===== config.mk =====
export PLATFORM = sky130hd
export DESIGN_NAME = catchup_tick_scheduler_core
export DESIGN_NICKNAME = d
export VERILOG_FILES = /design/src/hw/rtl/cts_pkg.sv /design/src/hw/rtl/catchup_tick_scheduler_core.sv
export VERILOG_INCLUDE_DIRS = /design/src /design/src/hw/rtl
export SDC_FILE = /design/constraint.sdc
export NUM_CORES = 2
export LEC_CHECK = 0
export ABC_AREA = 1
export BUFFER_PORTS_ARGS = -buffer_cell sky130_fd_sc_hd__buf_2
export CORE_ASPECT_RATIO = 0.6
export CORE_MARGIN = 4
export CORE_UTILIZATION = 40
export CTS_BUF_LIST = sky130_fd_sc_hd__clkbuf_8
export DETAILED_ROUTE_END_ITERATION = 10
export PLACE_DENSITY = 0.59
export SETUP_SLACK_MARGIN = 0.2
export SYNTH_ARGS = -nofsm -noshare
export SYNTH_HDL_FRONTEND = slang
export SYNTH_SLANG_ARGS = --single-unit

===== constraint.sdc =====
create_clock -name clk -period 16.85 [get_ports clk]
set_input_delay 3.37 -clock clk [delete_from_list [all_inputs] [get_ports clk]]
set_output_delay 3.37 -clock clk [all_outputs]
set_load 0.02 [all_outputs]

===== src/hw/rtl/catchup_tick_scheduler_core_assert.svh =====
// assertion macros for the catchup tick scheduler
`ifndef CATCHUP_TICK_SCHEDULER_CORE_ASSERT_SVH
`define CATCHUP_TICK_SCHEDULER_CORE_ASSERT_SVH

// same-cycle implication, checked outside reset
`define CTS_ASSERT_NOW(label, ante, cons, msg) \
  label: assert property (@(posedge clk) disable iff (rst) (ante) |-> (cons)) \
    else $error(msg);

// next-cycle implication, checked outside reset
`define CTS_ASSERT_NEXT(label, ante, cons, msg) \
  label: assert property (@(posedge clk) disable iff (rst) (ante) |=> (cons)) \
    else $error(msg);

`endif


===== src/hw/rtl/cts_pkg.sv =====
// ----------------------------------------------------------------------------
// cts_pkg
// Types, codes and helpers shared by the catchup tick scheduler.
// ----------------------------------------------------------------------------
package cts_pkg;

  localparam int unsigned TimeW = 64;
  localparam int unsigned CfgIdxW = 2;
  localparam int unsigned DivCntW = 6;

  typedef logic [TimeW-1:0] time_t;

  // request kinds
  localparam logic REQ_RESTART = 1'b0;
  localparam logic REQ_UPDATE = 1'b1;

  // register indexes
  localparam logic [CfgIdxW-1:0] CFG_TICK_INTERVAL = 2'd0;
  localparam logic [CfgIdxW-1:0] CFG_NOTIFY_INTERVAL = 2'd1;

  typedef enum logic [3:0] {
    ST_IDLE,
    ST_SUB,
    ST_DIV,
    ST_ADJ1,
    ST_ADJ2,
    ST_ADJ3,
    ST_NCMP,
    ST_NARM,
    ST_WT1,
    ST_WT2,
    ST_WT3
  } cts_state_t;

  // a zero period acts as one
  function automatic time_t nonzero_period(input time_t p);
    nonzero_period = (p == '0) ? time_t'(1) : p;
  endfunction

endpackage


===== src/hw/rtl/catchup_tick_scheduler_core.sv =====
// update: when ticks are due, the overdue time is divided by the tick
// period; the notification re-arms when due or on fast_forward. restart:
// next_tick takes now_us and the notification re-arms. a new item is taken
// only after the result is registered. the radix-2 restoring divide runs 64
// steps on the one shared 65-bit add/subtract unit. synchronous reset loads
// tick_interval 1000, notify_interval 1000000 and both deadlines zero.
// ----------------------------------------------------------------------------
// catchup_tick_scheduler_core
// Fixed-timestep scheduler with catch-up: counts due ticks by division,
// fires and re-arms notifications, reports zero on fast_forward, else time to the nearer deadline.
// ----------------------------------------------------------------------------
module catchup_tick_scheduler_core
  import cts_pkg::*;
(
  input  logic               clk,
  input  logic               rst,
  // configuration
  input  logic               cfg_valid,
  output logic               cfg_ready,
  input  logic [CfgIdxW-1:0] cfg_index,
  input  time_t              cfg_data,
  // request channel
  input  logic               in_valid,
  output logic               in_stall,
  input  logic               req_type,
  input  time_t              now_us,
  input  logic               fast_forward,
  // result channel
  output logic               out_valid,
  input  logic               out_stall,
  output time_t              ticks_due,
  output logic               notify_due,
  output time_t              wait_us
);

  cts_state_t state, state_next;

  time_t tick_interval;
  time_t notify_interval;
  time_t next_tick;
  time_t next_notify;
  time_t cur_now;
  logic  cur_ff;
  time_t period;
  time_t nper;
  time_t rem;
  time_t quo;
  time_t ticks;
  logic  fire;
  time_t left_a;
  time_t left_b;
  logic [DivCntW-1:0] div_cnt;

  logic in_take;
  logic out_load;

  // shared add/subtract unit
  logic [TimeW:0]   op_a;
  logic [TimeW:0]   op_b;
  logic             op_sub;
  logic [TimeW+1:0] sum;
  logic             ge;
  time_t            res;
  time_t            wait_min;

  assign cfg_ready = 1'b1;
  assign in_stall = (state != ST_IDLE);
  assign in_take = in_valid && !in_stall;
  assign out_load = (state == ST_WT3) && (!out_valid || !out_stall);

  always_comb begin
    op_a = '0;
    op_b = '0;
    op_sub = 1'b1;
    case (state)
      ST_SUB: begin
        op_a = {1'b0, cur_now};
        op_b = {1'b0, next_tick};
      end
      ST_DIV: begin
        op_a = {rem, quo[TimeW-1]};
        op_b = {1'b0, period};
      end
      ST_ADJ1: begin
        op_a = {1'b0, quo};
        op_b = (TimeW+1)'(1);
        op_sub = 1'b0;
      end
      ST_ADJ2: begin
        op_a = {1'b0, cur_now};
        op_b = {1'b0, rem};
      end
      ST_ADJ3: begin
        op_a = {1'b0, next_tick};
        op_b = {1'b0, period};
        op_sub = 1'b0;
      end
      ST_NCMP: begin
        op_a = {1'b0, cur_now};
        op_b = {1'b0, next_notify};
      end
      ST_NARM: begin
        op_a = {1'b0, cur_now};
        op_b = {1'b0, nper};
        op_sub = 1'b0;
      end
      ST_WT1: begin
        op_a = {1'b0, next_tick};
        op_b = {1'b0, cur_now};
      end
      ST_WT2: begin
        op_a = {1'b0, next_notify};
        op_b = {1'b0, cur_now};
      end
      ST_WT3: begin
        op_a = {1'b0, left_a};
        op_b = {1'b0, left_b};
      end
      default: begin
        op_a = '0;
        op_b = '0;
      end
    endcase
  end

  assign sum = {1'b0, op_a} + {1'b0, (op_sub ? ~op_b : op_b)} + (TimeW+2)'(op_sub);
  assign ge = sum[TimeW+1];
  assign res = sum[TimeW-1:0];
  assign wait_min = ge ? left_b : left_a;

  always_ff @(posedge clk) begin
    if (rst) begin
      state <= ST_IDLE;
    end else begin
      state <= state_next;
    end
  end

  always_comb begin
    state_next = state;
    unique case (state)
      ST_IDLE: begin
        if (in_take) begin
          state_next = (req_type == REQ_UPDATE) ? ST_SUB : ST_NARM;
        end
      end
      ST_SUB:  state_next = ge ? ST_DIV : ST_NCMP;
      ST_DIV: begin
        if (div_cnt == '0) begin
          state_next = ST_ADJ1;
        end
      end
      ST_ADJ1: state_next = ST_ADJ2;
      ST_ADJ2: state_next = ST_ADJ3;
      ST_ADJ3: state_next = ST_NCMP;
      ST_NCMP: state_next = (cur_ff || ge) ? ST_NARM : ST_WT1;
      ST_NARM: state_next = ST_WT1;
      ST_WT1:  state_next = ST_WT2;
      ST_WT2:  state_next = ST_WT3;
      ST_WT3: begin
        if (out_load) begin
          state_next = ST_IDLE;
        end
      end
      default: state_next = ST_IDLE;
    endcase
  end

  // configuration registers and deadlines
  always_ff @(posedge clk) begin
    if (rst) begin
      tick_interval <= time_t'(1000);
      notify_interval <= time_t'(1000000);
      next_tick <= '0;
      next_notify <= '0;
    end else begin
      if (cfg_valid && cfg_ready) begin
        case (cfg_index)
          CFG_TICK_INTERVAL:   tick_interval <= cfg_data;
          CFG_NOTIFY_INTERVAL: notify_interval <= cfg_data;
          default: ;
        endcase
      end
      if (in_take && req_type == REQ_RESTART) begin
        next_tick <= now_us;
      end
      if (state == ST_ADJ2) begin
        next_tick <= res;
      end else if (state == ST_ADJ3) begin
        next_tick <= res;
      end
      if (state == ST_NARM) begin
        next_notify <= res;
      end
    end
  end

  // working registers
  always_ff @(posedge clk) begin
    if (in_take) begin
      cur_now <= now_us;
      cur_ff <= fast_forward;
      period <= nonzero_period(tick_interval);
      nper <= nonzero_period(notify_interval);
      ticks <= '0;
      fire <= 1'b0;
    end
    case (state)
      ST_SUB: begin
        // dividend is the overdue time, remainder starts empty
        quo <= res;
        rem <= '0;
        div_cnt <= DivCntW'(TimeW - 1);
      end
      ST_DIV: begin
        rem <= ge ? res : op_a[TimeW-1:0];
        quo <= {quo[TimeW-2:0], ge};
        div_cnt <= div_cnt - DivCntW'(1);
      end
      ST_ADJ1: ticks <= res;
      ST_NCMP: fire <= cur_ff || ge;
      ST_WT1:  left_a <= ge ? res : '0;
      ST_WT2:  left_b <= ge ? res : '0;
      default: ;
    endcase
  end

  // result register; next_tick + ticks * period folds to now - rem + period
  always_ff @(posedge clk) begin
    if (rst) begin
      out_valid <= 1'b0;
    end else if (out_load) begin
      out_valid <= 1'b1;
    end else if (!out_stall) begin
      out_valid <= 1'b0;
    end
  end

  always_ff @(posedge clk) begin
    if (out_load) begin
      ticks_due <= ticks;
      notify_due <= fire;
      wait_us <= cur_ff ? '0 : wait_min;
    end
  end

`include "catchup_tick_scheduler_core_assert.svh"

  `CTS_ASSERT_NEXT(a_update_starts_diff, in_take && req_type == REQ_UPDATE, state == ST_SUB, "update did not start with the overdue subtract")
  `CTS_ASSERT_NEXT(a_restart_rearms, in_take && req_type == REQ_RESTART, state == ST_NARM, "restart did not re-arm the notification")
  `CTS_ASSERT_NEXT(a_div_ends, state == ST_DIV && div_cnt == '0, state == ST_ADJ1, "divide loop ran past 64 steps")
  `CTS_ASSERT_NOW(a_rem_bound, state == ST_ADJ1, rem < period, "divide remainder not below period")

endmodule

==> flow_metrics.py <==
metrics = {
    "drt": {
        "wl_per_cell_um": 27.5,
        "dr_total_vias": 37000,
        "drt_wl_total_mm": 174,
        "top_layer": "met4",
        "via_per_inst": 5.86,
        "ant_nets": 0,
        "m1WireLength_mm": 75.1,
        "dr.first_iter.drc_count": 5921,
        "remaining_drc_errors": 0,
        "met3_length_mm": 32.8,
        "first_pass_iters": 8,
        "dr_wl_met2_mm": 61.5,
    },
    "clock_tree": {
        "cts_buffers": 142,
        "cts_tree": "done",
        "insertion_delay_ps": 890,
        "htreeDepth": 4,
        "postCtsSetupBuffers": 0,
        "post_cts_resized": 0,
        "root_buffer": "clkbuf_8",
        "clock_sinks": 910,
        "cts.clk_slew.worst_paths_ps": 60,
        "clock_path_buffers": 3,
        "hold_buffers": 0,
    },
    "global_route": {
        "antenna_found_initial": 6,
        "grt_pass1_wl_mm": 245,
        "grt_pass1_vias": 33500,
        "grtUsageTotal_pct": 29.7,
        "grt_max_degree": 114,
        "globalRouteOverflowTotal": 0,
    },
    "critical_path": {
        "path_max_fanout": 62,
        "worstPathRequired_ps": 17550,
        "crit_path_end_kind": "flip-flop",
        "cp.arrival_ps": 8190,
        "worstSetupStartpointType": "flip-flop",
        "critPathKind": "flip-flop to flip-flop",
    },
    "die": {
        "start_util_pct": 40.7,
        "fp.dieH_um": 262,
        "fp.coreArea_um2": 106000,
        "num_rows": 92,
        "die_area_um2": 113000,
        "fp.dieW_um": 432,
        "num_io_pins": 269,
    },
    "layout": {
        "final_nets": 4991,
        "multi_input_comb_area_um2": 15100,
        "fin_cells": 6318,
        "syn_to_final_growth_pct": 11.6,
        "fin_util_pct": 45.4,
        "most-common-layout-cells": "905 x nand2_1, 649 x edfxtp_1, 581 x inv_1, 471 x nor2_1, 374 x o21ai_0",
        "final_common_cell": "nand2_1",
        "drive_above_1_share_pct": 11.4,
        "nFillCells": 10300,
        "register_area_um2": 24700,
    },
    "placement": {
        "dpl.hpwl_mm": 122,
        "portBuffers": 267,
        "placed_cells": 6053,
        "gpl.final_weighted_congestion": 1.01,
    },
    "synthesis": {
        "syn-num-nets": 4888,
        "synth_warnings": 0,
        "seq_area_frac_synth_pct": 57.3,
        "syn_area_per_cell_um2": 9.20,
        "syn_area_um2": 43100,
        "ys_ff_latch": 910,
        "ys_types": 55,
        "synthCells": 4684,
    },
    "timing": {
        "fin_skew_ps": 53.8,
        "fin_crit_ps": 7490,
        "worst_pin_slew_ps": 1230,
        "setup_violations": 0,
        "drv_slew": 0,
        "timing.hold.ws_ps": 413,
        "rsz0062_at_grt": "no",
        "hold_violations": 0,
        "max_slew_margin_pct": 18.2,
        "timing.final.crit_share_pct": 44.4,
        "fmax_mhz": 134,
        "setup_tns_ps": 0,
    },
    "outcome": {
        "status": "finished clean",
    },
    "run": {
        "max_cap_viol_count": 0,
    },
    "worst_hold_path": {
        "worstHoldPathType": "flip-flop to flip-flop",
    },
}
## stage by stage
stage	instance area, um2	setup slack, ps
after global routing	48100	9050
after global placement	45300	9740
after detailed placement	45300	9610
after CTS	48100	9590
after floorplan	43100	7400
final	48100	9360
## cell type report
cell class              instances  share of cell area [%]
clock inverters               113                    1.49
inverters                     538                    4.23
diodes                          3                  0.0156
repair buffers                324                    3.67
flip-flops and latches        910                    51.4
clock buffers                 149                    4.26
multi-input cells            2871                    31.3
well taps                    1410                    3.67
## state kept, by name, indices dropped and copies added (netlist names), 4 cells and up
signal / cells
state: 4
nper: 64
period: 64
next_notify: 64
left_b: 64
cur_now: 64
next_tick: 64
quo: 64
ticks_due: 64
div_cnt: 6
tick_interval: 64
rem: 64
notify_interval: 64
wait_us: 64
left_a: 64
ticks: 64
## cells by family (layout without fill, tap and decap cells)
logic type	count (synthesis)	after routing	synth area share [%]
other	1	4	0.00870
xor gates and xnor gates	101	101	2.10
adders and majority gates	67	67	1.96
and+or+nand+nor	1577	1577	14.6
buffers and inverters	903	1124	7.96
DFF	910	910	57.3
AOI/OAI and AO/OA	1125	1125	16.0
## worst max-delay path, stage by stage (launching register included)
cell,delay [ps]
dfxtp_1,460
nand2_1,200
nor2_4,740
inv_1,460
buf_4,380
o21ai_0,250
a221oi_1,80
o211ai_1,170
xor2_1,110
ha_1,460
nand2_1,140
nor2_1,160
inv_1,90
nor3_1,350
nand2_1,170
nor4_1,300
nand3_1,180
nand3_4,420
clkinv_2,760
buf_4,620
nor2_1,330
a21oi_1,70
nor2_1,120
## final timing paths
path / start / slack [ps] / cells after the start / endpoint
setup / recovery: state[3] / 9360 / 22 / rem[5]
setup reg to reg: state[3] / 9360 / 22 / rem[5]
hold / removal: ticks[6] / 410 / 0 / ticks_due[6]
hold reg to reg: ticks[6] / 410 / 0 / ticks_due[6]
## synthesized netlist by cell type (all sizes together)
cell type,instances,area [um2]
a31oi,68,425
xnor2,17,149
o21ai,391,1970
nand2,917,3460
nand3,89,450
or2,13,81.3
inv,534,2000
ha,66,826
a21o,19,143
fa,1,20.0
nor2,483,1850
a211oi,9,67.6
buf,55,249
conb,1,3.75
o22ai,44,275
nand4,21,131
clkinv,4,15.0
a22o,1,8.76
o41ai,2,17.5
a21oi,287,1440
a22oi,23,173
dfxtp,261,5230
o31ai,1,7.51
and3,1,6.26
a221oi,126,1100
a21boi,1,7.51
o221ai,19,166
o2111ai,62,543
o31a,1,8.76
o21a,10,75.1
nand3b,5,37.5
o21bai,5,37.5
a311oi,1,8.76
nor3,12,65.1
a32o,1,10.0
o211ai,54,405
xor2,84,758
and2,1,6.26
nor4,35,219
edfxtp,649,19500
clkbuf,310,1160
## per-layer routing
layer  GRT usage [%]  up-vias
li1                -    16300
met4            7.94        0
met5               0        -
met1            45.1    17600
met2            35.7     2853
met3            15.5      278
Power is left out: the tool's default activity adds up to more than one toggle a clock period on the data nets, which glitch-free logic cannot reach.
